<file path="src/rtl/sle_pkg.sv">
`timescale 1ns / 1ps
`default_nettype none

package sle_pkg;

  localparam int DATA_W       = 32;
  localparam int OUT_CNT_W    = 5;
  localparam int CAPACITY_DEF = 16;

  typedef enum logic [1:0] {
    ACT_INSERT = 2'd0,
    ACT_REMOVE = 2'd1,
    ACT_POP    = 2'd2,
    ACT_ODD    = 2'd3
  } action_t;

  typedef enum logic [1:0] {
    ST_OK   = 2'd0,
    ST_MISS = 2'd1,
    ST_FULL = 2'd2
  } status_t;

  typedef enum logic [1:0] {
    S_IDLE,
    S_MATCH,
    S_ODD,
    S_FIN
  } state_t;

  typedef enum logic [2:0] {
    OP_HOLD,
    OP_INSERT,
    OP_CAPTURE,
    OP_DELETE,
    OP_POP,
    OP_ROTATE
  } cell_op_t;

  typedef struct packed {
    logic [1:0]               action;
    logic signed [DATA_W-1:0] value;
  } req_t;

  typedef struct packed {
    logic [1:0]               status;
    logic [OUT_CNT_W-1:0]     count;
    logic signed [DATA_W-1:0] smallest_value;
    logic                     list_empty;
  } rsp_t;

  // broadcast to every cell of the chain
  typedef struct packed {
    cell_op_t                 op;
    logic signed [DATA_W-1:0] value;
    logic                     push;
  } cell_cmd_t;

endpackage

`default_nettype wire

</file>
<file path="src/rtl/sle_cell.sv">
`timescale 1ns / 1ps
`default_nettype none

module sle_cell #(
  parameter int CAPACITY = sle_pkg::CAPACITY_DEF,
  parameter int IDX      = 0
) (
  input  logic                              clk,
  input  sle_pkg::cell_cmd_t                cmd,
  input  logic [$clog2(CAPACITY+1)-1:0]     count,
  input  logic [$clog2(CAPACITY)-1:0]       tail,
  input  logic signed [sle_pkg::DATA_W-1:0] left_data,
  input  logic                              left_less,
  input  logic signed [sle_pkg::DATA_W-1:0] right_data,
  output logic signed [sle_pkg::DATA_W-1:0] entry,
  output logic                              less,
  output logic                              hit
);
  import sle_pkg::*;

  localparam int CW = $clog2(CAPACITY + 1);
  localparam int IW = $clog2(CAPACITY);

  logic                     valid;
  logic                     below;
  logic signed [DATA_W-1:0] entry_next;

  assign valid = CW'(IDX) < count;
  assign less  = valid && (entry < cmd.value);

  always_comb begin
    entry_next = entry;
    unique case (cmd.op)
      OP_HOLD:    entry_next = entry;
      OP_INSERT: begin
        // cells past the insert point move right, the insert point takes the value
        if (!left_less) entry_next = left_data;
        else if (!less) entry_next = cmd.value;
      end
      OP_CAPTURE: entry_next = entry;
      OP_DELETE: begin
        if (!below) entry_next = right_data;
      end
      OP_POP:     entry_next = right_data;
      OP_ROTATE: begin
        if (cmd.push && tail == IW'(IDX)) entry_next = cmd.value;
        else entry_next = right_data;
      end
      default:    entry_next = entry;
    endcase
  end

  always_ff @(posedge clk) begin
    entry <= entry_next;
    if (cmd.op == OP_CAPTURE) begin
      below <= less;
      hit   <= valid && (entry == cmd.value);
    end
  end

endmodule

`default_nettype wire

</file>
<file path="src/rtl/sorted_list_engine_top.sv">
// steps: insert and remove-smallest pass S_IDLE and S_FIN, remove-value S_IDLE, S_MATCH, S_FIN,
//   remove-odd S_IDLE, one S_ODD rotation step per stored entry, then S_FIN
// S_FIN waits for a free output register, and requests are taken only in S_IDLE;
//   a new request is taken while the previous response still waits in the output register
// reset: synchronous rst empties the list and drops any pending response; entry cells are
//   not cleared, only entries below the count are ever looked at
`timescale 1ns / 1ps
`default_nettype none

module sorted_list_engine_top #(
  parameter int CAPACITY = sle_pkg::CAPACITY_DEF
) (
  input  logic          clk,
  input  logic          rst,
  input  logic          req_valid,
  output logic          req_ready,
  input  sle_pkg::req_t req_data,
  output logic          rsp_valid,
  input  logic          rsp_ready,
  output sle_pkg::rsp_t rsp_data
);
  import sle_pkg::*;

  localparam int CW = $clog2(CAPACITY + 1);
  localparam int IW = $clog2(CAPACITY);

  state_t    state, state_next;
  logic [CW-1:0] count, count_next;
  logic [CW-1:0] rem, rem_next;
  logic [CW-1:0] len, len_next;
  status_t   status, status_next;
  cell_cmd_t cmd;
  logic [IW-1:0] tail;
  logic      accept;
  logic      load_rsp;
  logic      slot_free;
  logic      full;
  logic      found;
  logic      kept;
  action_t   action;

  logic signed [DATA_W-1:0] entry_vec [CAPACITY];
  logic signed [DATA_W-1:0] left_vec  [CAPACITY];
  logic signed [DATA_W-1:0] right_vec [CAPACITY];
  logic [CAPACITY-1:0]      less_vec;
  logic [CAPACITY-1:0]      left_less_vec;
  logic [CAPACITY-1:0]      hit_vec;
  logic signed [DATA_W-1:0] head;

  assign action    = action_t'(req_data.action);
  assign req_ready = (state == S_IDLE);
  assign accept    = req_valid && req_ready;
  assign full      = (count == CW'(CAPACITY));
  assign found     = |hit_vec;
  assign head      = entry_vec[0];
  // positive odd entries are dropped, negative odd ones stay
  assign kept      = !(head[0] && !head[DATA_W-1]);
  assign slot_free = !rsp_valid || rsp_ready;
  assign tail      = IW'(len - CW'(1));

  for (genvar i = 0; i < CAPACITY; i++) begin : g_cell
    if (i == 0) begin : g_first
      assign left_vec[i]      = '0;
      assign left_less_vec[i] = 1'b1;
    end else begin : g_inner
      assign left_vec[i]      = entry_vec[i-1];
      assign left_less_vec[i] = less_vec[i-1];
    end
    if (i == CAPACITY - 1) begin : g_last
      assign right_vec[i] = '0;
    end else begin : g_body
      assign right_vec[i] = entry_vec[i+1];
    end

    sle_cell #(
      .CAPACITY (CAPACITY),
      .IDX      (i)
    ) u_cell (
      .clk        (clk),
      .cmd        (cmd),
      .count      (count),
      .tail       (tail),
      .left_data  (left_vec[i]),
      .left_less  (left_less_vec[i]),
      .right_data (right_vec[i]),
      .entry      (entry_vec[i]),
      .less       (less_vec[i]),
      .hit        (hit_vec[i])
    );
  end

  always_comb begin
    state_next = state;
    unique case (state)
      S_IDLE: begin
        if (accept) begin
          unique case (action)
            ACT_INSERT, ACT_POP: state_next = S_FIN;
            ACT_REMOVE:          state_next = S_MATCH;
            ACT_ODD:             state_next = S_ODD;
          endcase
        end
      end
      S_MATCH: state_next = S_FIN;
      S_ODD:   if (rem == '0) state_next = S_FIN;
      S_FIN:   if (slot_free) state_next = S_IDLE;
    endcase
  end

  always_comb begin
    cmd         = '{op: OP_HOLD, value: req_data.value, push: 1'b0};
    count_next  = count;
    rem_next    = rem;
    len_next    = len;
    status_next = status;
    load_rsp    = 1'b0;
    unique case (state)
      S_IDLE: begin
        if (accept) begin
          unique case (action)
            ACT_INSERT: begin
              if (full) begin
                status_next = ST_FULL;
              end else begin
                cmd.op      = OP_INSERT;
                count_next  = count + CW'(1);
                status_next = ST_OK;
              end
            end
            ACT_REMOVE: cmd.op = OP_CAPTURE;
            ACT_POP: begin
              if (count == '0) begin
                status_next = ST_MISS;
              end else begin
                cmd.op      = OP_POP;
                count_next  = count - CW'(1);
                status_next = ST_OK;
              end
            end
            ACT_ODD: begin
              rem_next    = count;
              len_next    = count;
              status_next = ST_OK;
            end
          endcase
        end
      end
      S_MATCH: begin
        if (found) begin
          cmd.op      = OP_DELETE;
          count_next  = count - CW'(1);
          status_next = ST_OK;
        end else begin
          status_next = ST_MISS;
        end
      end
      S_ODD: begin
        if (rem != '0) begin
          // pop the head, append it behind the live part if it stays
          cmd.op    = OP_ROTATE;
          cmd.value = head;
          cmd.push  = kept;
          rem_next  = rem - CW'(1);
          if (!kept) len_next = len - CW'(1);
        end else begin
          count_next = len;
        end
      end
      S_FIN: load_rsp = slot_free;
    endcase
  end

  always_ff @(posedge clk) begin
    if (rst) begin
      state     <= S_IDLE;
      count     <= '0;
      rsp_valid <= 1'b0;
    end else begin
      state <= state_next;
      count <= count_next;
      if (load_rsp) rsp_valid <= 1'b1;
      else if (rsp_ready) rsp_valid <= 1'b0;
    end
  end

  always_ff @(posedge clk) begin
    rem    <= rem_next;
    len    <= len_next;
    status <= status_next;
    if (load_rsp) begin
      rsp_data.status         <= status;
      rsp_data.count          <= OUT_CNT_W'(count);
      rsp_data.smallest_value <= (count != '0) ? head : '0;
      rsp_data.list_empty     <= (count == '0);
    end
  end

`ifndef ASSERT_OFF
  a_count_bound: assert property (@(posedge clk) disable iff (rst)
    count <= CW'(CAPACITY))
    else $error("entry count above capacity");

  a_insert_grows: assert property (@(posedge clk) disable iff (rst)
    accept && action == ACT_INSERT && !full |=> count == $past(count) + CW'(1))
    else $error("insert did not grow the list");

  a_rotate_len: assert property (@(posedge clk) disable iff (rst)
    state == S_ODD |-> (len >= rem) && (len <= count))
    else $error("rotation length out of range");

  a_empty_head: assert property (@(posedge clk) disable iff (rst)
    rsp_valid && rsp_data.list_empty |-> rsp_data.smallest_value == '0 && rsp_data.count == '0)
    else $error("empty response carries a head value");
`endif

endmodule

`default_nettype wire
</file>
<file path="config.mk">
export PLATFORM = sky130hd
export DESIGN_NAME = sorted_list_engine_top
export DESIGN_NICKNAME = d
export VERILOG_FILES = /design/src/rtl/sle_pkg.sv /design/src/rtl/sle_cell.sv /design/src/rtl/sorted_list_engine_top.sv
export SDC_FILE = /design/constraint.sdc
export NUM_CORES = 2
export LEC_CHECK = 0
export CELL_PAD_IN_SITES_DETAIL_PLACEMENT = 1
export CELL_PAD_IN_SITES_GLOBAL_PLACEMENT = 2
export CORE_UTILIZATION = 44
export CTS_BUF_LIST = sky130_fd_sc_hd__clkbuf_16
export DETAILED_ROUTE_END_ITERATION = 6
export DONT_BUFFER_PORTS = 1
export GPL_TIMING_DRIVEN = 0
export PLACE_DENSITY = 0.8
export SLEW_MARGIN = 10
export SYNTH_ARGS = -nofsm -noshare
export SYNTH_HDL_FRONTEND = slang
export SYNTH_SLANG_ARGS = --single-unit
</file>
<file path="constraint.sdc">
create_clock -name clk -period 8.9 [get_ports clk]
set_input_delay 1.78 -clock clk [delete_from_list [all_inputs] [get_ports clk]]
set_output_delay 1.78 -clock clk [all_outputs]
set_load 0.01 [all_outputs]
</file>
* Yosys cells after proc, flatten, opt, wreduce, memory -nomap -nowiden
Index checks and enable logic that the tools add are counted.
** Word-level totals
- Bits in registers :: 604
- Latch bits :: 0
- Bits in writable memories :: 0
- Memory bits (read-only) :: 0
- Bits of input ports :: 38
- Output and inout port bits :: 42
- Logic and storage cells :: 385
- Memories kept :: 0
** Cells by class
- Add/subtract/negate cells :: 4
- Multiply operators :: 0
- Divide/modulo/power cells :: 0
- Magnitude comparators :: 32
- Equality and inequality tests :: 87
- Shifts and indexed selects :: 0
- Multiplexer cells :: 115
- Bitwise logic cells :: 0
- Reduce and logical (&&, ||, !) cells :: 89
** Operators with widths (count)
- $pmux 32 s4 :: 16
- $mux 32 :: 63
- $eq 32x32->1 :: 16
- $lt 32x32->1 :: 16
- $reduce_and 3->1 :: 18
- $ne 3x3->1 const B :: 17
- $logic_and 1x1->1 :: 50
- $mux 5 :: 10
- $ne 2x2->1 const B :: 23
- $lt 4x5->1 const A :: 8
- $mux 36 :: 1
- $mux 33 :: 1
- $eq 4x4->1 const B :: 8
- $pmux 5 s2 :: 3
- $lt 3x5->1 const A :: 4
- $pmux 3 s3 :: 2
- $eq 4x3->1 const B :: 4
- $reduce_or 16->1 :: 1
- $pmux 5 s3 :: 1
- $sub 5x1->5 const B :: 3
- $mux 2 :: 6
- $pmux 2 s3 :: 2
- $logic_not 5->1 :: 2
- $lt 1x5->1 const A :: 2
- 29 further kinds :: 50

* Logic depth before layout (Yosys ltp)
- Depth in word-level cells :: 10
- Depth in mapped cells :: 22
- Mapped depth without buffers :: 18

* Cells and area by module
A second synthesis with hierarchy kept.
** Unflattened totals
- Cells, all modules :: 4205
- Area, all modules :: 42846.1 um2
** Modules (own cells, without submodules)
- sle_cell (g_cell[13].u_cell ...) :: times used 2, cells each 247, area each 2472.4 um2
- sorted_list_engine_top :: times used 1, cells each 282, area each 3255.6 um2
- sle_cell (g_cell[15].u_cell) :: times used 1, cells each 245, area each 2522.4 um2
- sle_cell (g_cell[10].u_cell) :: times used 1, cells each 243, area each 2507.4 um2
- sle_cell (g_cell[1].u_cell) :: times used 1, cells each 242, area each 2492.4 um2
- sle_cell (g_cell[8].u_cell) :: times used 1, cells each 243, area each 2491.1 um2
- sle_cell (g_cell[12].u_cell) :: times used 1, cells each 248, area each 2482.4 um2
- sle_cell (g_cell[0].u_cell) :: times used 1, cells each 243, area each 2479.9 um2
- sle_cell (g_cell[11].u_cell) :: times used 1, cells each 245, area each 2478.6 um2
- sle_cell (g_cell[5].u_cell) :: times used 1, cells each 248, area each 2474.9 um2
- sle_cell (g_cell[3].u_cell) :: times used 1, cells each 245, area each 2472.4 um2
- sle_cell (g_cell[14].u_cell) :: times used 1, cells each 249, area each 2461.1 um2
- sle_cell (g_cell[2].u_cell) :: times used 1, cells each 247, area each 2456.1 um2
- sle_cell (g_cell[7].u_cell) :: times used 1, cells each 244, area each 2446.1 um2
- +2 rows

* Least setup slack after synthesis
No wires, ideal clock.
- Path kind :: reg-to-reg
- Start point :: reg rem[0]
- End point :: reg g_cell[4].u_cell.entry[0] (netlist name), enable pin
- Library setup time :: 474 ps
- Arrival :: 6884 ps
- Required time :: 8426 ps
- Setup slack :: 1542 ps
- Stages on the path, launching flop included :: 22
- Buffers on the path :: 5
- Clock period less this slack :: 7358 ps
- Cells stage by stage :: edfxtp_1 inv_1 ha_1 or4b_1 buf_6 nand2_1 buf_2 buf_1 nand2_1 nand2_1 inv_1 ha_1 or3b_2 a211oi_1 a311oi_1 o221ai_1 o2bb2ai_1 nor3_1 mux2_2 buf_4 buf_4 a221oi_1
** On the way
- Cells in the longest elaborated chain, start to end :: 7
- Elaborated cells between the ends (all ways) :: 16
- Classes of those cells :: order compare: 2; eq/ne: 6; mux: 3; reduce/logical: 5
** RTL lines
- start: declaration :: RTL line sorted_list_engine_top.sv:29 : logic [CW-1:0] rem, rem_next;
- start signal: assignment :: RTL line sorted_list_engine_top.sv:187 : rem <= rem_next;
- $reduce_bool 5->1 :: RTL line sorted_list_engine_top.sv:158 : if (rem != '0) begin
- $mux 36 :: RTL line sorted_list_engine_top.sv:158
- $mux 33 :: RTL line sorted_list_engine_top.sv:117 : unique case (state)
- $lt 32x32->1 :: RTL line sle_cell.sv:29 : assign less = valid && (entry < cmd.value);
- $logic_and 1x1->1 :: RTL line sle_cell.sv:29
- named net g_cell[4].u_cell.less :: RTL line sle_cell.sv:16 : output logic less,
- $ne 3x3->1 (no source line)
- $reduce_and 3->1 (no source line)
- end signal: assignment :: RTL line sle_cell.sv:54 : entry <= entry_next;
- end: declaration :: RTL line sle_cell.sv:15 : output logic signed [sle_pkg::DATA_W-1:0] entry,
The timed path passes the listed nets, and every way through them passes these cells.
A chain may end at the register's enable or synchronous reset.

* Worst setup path after layout
- Start point :: reg state[0]
- End point :: reg g_cell[15].u_cell.entry[29] (netlist name) (data pin)
** On the way
- Cells in the longest elaborated chain, start to end :: 6
- Elaborated cells between the ends (all ways) :: 18
- Classes of those cells :: order compare: 1; eq/ne: 6; mux: 7; reduce/logical: 4
** RTL lines
- start: declaration :: RTL line sorted_list_engine_top.sv:27 : state_t state, state_next;
- start signal: assignment :: RTL line sorted_list_engine_top.sv:179 : state <= state_next;
- $eq 2x2->1 / $logic_not 2->1 (equally long branches) :: RTL line sorted_list_engine_top.sv:117, sorted_list_engine_top.sv:51
- $mux 33 / $logic_and 1x1->1 (equally long branches) :: RTL line sorted_list_engine_top.sv:117, sorted_list_engine_top.sv:52
- $lt 32x32->1 / $mux 3 (equally long branches) :: RTL line sle_cell.sv:29, sorted_list_engine_top.sv:119
- $logic_and 1x1->1 / $pmux 3 s3 (equally long branches) :: RTL line sle_cell.sv:29, sorted_list_engine_top.sv:117
- $mux 32 (tied with other cells) :: RTL line sle_cell.sv:37 : if (!left_less) entry_next = left_data;
- $pmux 32 s4 * :: RTL line sle_cell.sv:33 : unique case (cmd.op)
- named net g_cell[15].u_cell.entry_next[29] :: RTL line sle_cell.sv:26 : logic signed [DATA_W-1:0] entry_next;
- end signal: assignment :: RTL line sle_cell.sv:54
- end: declaration :: RTL line sle_cell.sv:15
Mark *: on every way through the listed nets, which the timed path passes. The rest lies on a longest branch. The select of a mux whose other input is x is not followed.

==> results.md <==
* Run status: complete, but fails checks
* Violated checks: negative setup slack
* Reg2reg setup slack at -0.06 ns
* Global-route wire length before repair at approximately 270000 um
* Yosys warning total at 0
* Hpwl dp at approximately 160000 um
* MaxCap Viol Count at 0
* Share of layout cells above drive strength 1 at roughly 7%
* Port Buf Inserts at 0
* Slew Limit Fails at 0
* Final worst path period need at ~9 ns
* Vias per cell at just under 7
* Worst r2r src: state[0]$_SDFFE_PP0P_
* Synth Net Count at about 4.7k
* Remaining Overflow, GRT at 0
* Wire per inst at between 30 and 40 um
* Top cells by area, synth: edfxtp_1 41%, ha_1 14%, mux2i_1 6.1%, a22oi_1 4.3%, o21ai_0 3.6%
* Total wire length at ~190000 um
* CTS H-tree depth at 3
* Clk pin slew, worst setup/hold paths at ~0.060 ns
* Layout Skew at 0.0394 ns
* Routed vias at around 38k
* Hold Path Origin: status[0]$_DFFE_PP_
* Max FO, Critical Path at 21
* Post-CTS Setup Inserts at 0
* P&R area growth vs syn at 11.2%
* Initial core utilization at between 40 and 50%
* WS Path Type: reg2reg
* Avg Inst Size Synth at just over 10 um2
* Worst Path Required at 9.41 ns
* Async S/R FF share, synth at 0%
* Routability Congestion at 0.999
* Worst-skew pair later-pin latency at around 0.66 ns
* Mapped Area at roughly 43000 um2
* Rel. slew slack at 4.04%
* FP Rows at roughly 110
* Area leader, netlist: edfxtp_1
* Fin Hold WS at approximately 0.42 ns
* Core area at about 100000 um2
* Post-synth EDFFs at between 500 and 600
* Post-synthesis sequential area ratio at 41.7%
* Antenna Violating Nets Remaining at 0
* Max clock buf depth at 3
* Total Routing Usage GR at a little under two fifths
* Hold path endpoint: rsp_data[38]$_DFFE_PP_
* WP data arrival at 9.48 ns
* Final core utilization at 49.6%
* Die Footprint at 99700 um2
* Synth Flop Type: edfxtp_1
* DRC Markers at 0
* Worst Slack Setup Final at -0.0641 ns
* Clock Sinks at ~600
* Router iterations before antenna repair at 5
* Total negative setup slack at -0.479 ns
* Die H at between 300 and 400 um
* Post-synth top cells: 596 x edfxtp_1, 495 x ha_1, 313 x o21ai_0
* Clk root buf: clkbuf_16
* Initial antenna violation count at 2
* Chip Width at around 320 um
* Most common cell in the netlist: edfxtp_1
* CTS tree: built
* Yosys cell types at about 90
* Final setup fails at 13
* I/O pins at 80
* Pin count of the biggest net entering global routing at 27
* Vias in the first global route at approximately 38k
* Cts repair resizes at 2
* Mapped Cells at roughly 4.2k
* Synth Register Bits at between 600 and 700
* Slew @ Worst Pin at around 1.4 ns
* Initial DRC count at approximately 4.5k
* CP Launch Type: flop
* Worst Hold Path Cells at 0
* Fin nets at about 4.8k
* Top-area cell type share of the netlist area at 41.3%
* Crit. End Element: flop
* Hold-fix buffers, CTS at 0
* FF-to-FF path depth at 18
* Period utilisation layout at 101%
* RR Endpoint: g_cell[15].u_cell.entry[29]$_DFFE_PP_
* CTS buffer count at 76
* RSZ-0062 raised after global routing: false
* Final Hold Violating Endpoints at 0
* Fmax at about 110 MHz
* Worst min path class: reg2reg
[per-stage QoR]
stage / area, um2 / setup WS [ns] / instances
floorplan: 43300 / 1.54 / 4170
global placement: 44900 / -3.87 / 5446
detailed placement: 45700 / -0.183 / 5481
CTS: 48200 / 0.317 / 5615
global route: 48200 / 0.0373 / 5615
finish: 48200 / -0.0641 / 5618
[registers in the layout, summed over array words and instances (netlist names), 5 cells and up]
signal	flops
rsp_data	40
rem	5
count	5
len	5
g_cell.u_cell.hit	16
g_cell.u_cell.entry	512
g_cell.u_cell.below	16
[cells by family (layout without fill, tap and decap cells)]
family | Yosys count | after routing | synth area share [%]
AOI/OAI and AO/OA | 1422 | 1422 | 22.4
xor gates and xnor gates | 43 | 43 | 0.870
adders and majority gates | 504 | 504 | 14.5
buffers and inverters | 385 | 554 | 3.94
DFF | 604 | 604 | 41.7
muxes | 265 | 265 | 6.14
other | 0 | 3 | 0
and+or+nand+nor | 947 | 947 | 10.5
[metal layers]
metal	vias up	track usage [%]	part of all wire, %	wire (um)
li1	16600	-	-	-
met1	19500	51.0	42	80800
met3	340	5.45	7.6	14600
met2	1829	60.1	45	86500
met5	-	0	0.0099	19
met4	2	17.7	5.0	9570
[critical path, cell delays in order, from the launching register on]
cell	delay, ns
dfxtp_1	0.35
inv_1	0.13
ha_1	0.62
clkinv_1	0.60
nor2_2	0.66
clkbuf_1	0.84
nand2_1	0.11
nand2_1	0.34
clkinvlp_4	0.76
ha_1	0.59
nand3_1	0.08
nor2_1	0.48
nand2_1	0.16
nor4_1	0.97
a211oi_1	0.26
xnor2_1	0.45
a32o_1	0.42
buf_1	0.74
a22o_1	0.25
[placed cells by master (no fill, tap or decap), types with 11 or more instances in the layout]
| master | n |
|---|---|
| inv_1 | 127 |
| clkbuf_1 | 170 |
| nand2_1 | 284 |
| nor2b_1 | 54 |
| a211oi_1 | 33 |
| ha_1 | 495 |
| nand3_1 | 38 |
| nand4_1 | 103 |
| a22oi_1 | 248 |
| buf_1 | 11 |
| nor2_1 | 275 |
| nand2b_1 | 19 |
| buf_4 | 20 |
| and2_1 | 43 |
| a22o_1 | 98 |
| nor3_1 | 41 |
| mux2i_1 | 263 |
| buf_2 | 53 |
| a221o_1 | 98 |
| xnor2_1 | 38 |
| o221ai_1 | 42 |
| a21oi_1 | 247 |
| a221oi_4 | 12 |
| o211ai_1 | 25 |
| o21ai_0 | 312 |
| clkinv_1 | 14 |
| clkbuf_16 | 79 |
| buf_8 | 25 |
| a31oi_1 | 29 |
| buf_6 | 17 |
| edfxtp_1 | 596 |
| a21o_1 | 93 |
| o21ai_1 | 48 |
| o21a_1 | 13 |
| clkinv_2 | 11 |
| nor4_1 | 28 |
| o22ai_1 | 37 |
[layout make-up]
cell class / instances / area [um2]
Fill cell: 10600 / 49000
Multi-Input combinational cell: 3181 / 23800
Sequential cell: 604 / 18100
Clock buffer: 79 / 1980
Tap cell: 1276 / 1600
Buffer: 270 / 1280
Timing Repair Buffer: 35 / 538
Clock inverter: 55 / 460
Inverter: 115 / 435
Antenna cell: 3 / 7.51
[worst max path at each step]
stage	slack, ns	start	cells past startpoint	to
2_1_floorplan	1.54	rem[0]$_DFFE_PP_	21	g_cell[4].u_cell.entry[0]$_DFFE_PP_
3_3_place_gp	-3.87	state[0]$_SDFFE_PP0P_	18	g_cell[6].u_cell.entry[26]$_DFFE_PP_
3_5_place_dp	-0.18	state[0]$_SDFFE_PP0P_	18	g_cell[15].u_cell.entry[25]$_DFFE_PP_
4_1_cts	0.32	rem[0]$_DFFE_PP_	20	g_cell[15].u_cell.entry[29]$_DFFE_PP_
5_1_grt	0.04	state[0]$_SDFFE_PP0P_	18	g_cell[15].u_cell.entry[28]$_DFFE_PP_
6_report	-0.06	state[0]$_SDFFE_PP0P_	18	g_cell[15].u_cell.entry[29]$_DFFE_PP_
Power is left out: the tool's default activity adds up to more than one toggle a clock period on the data nets, which glitch-free logic cannot reach.
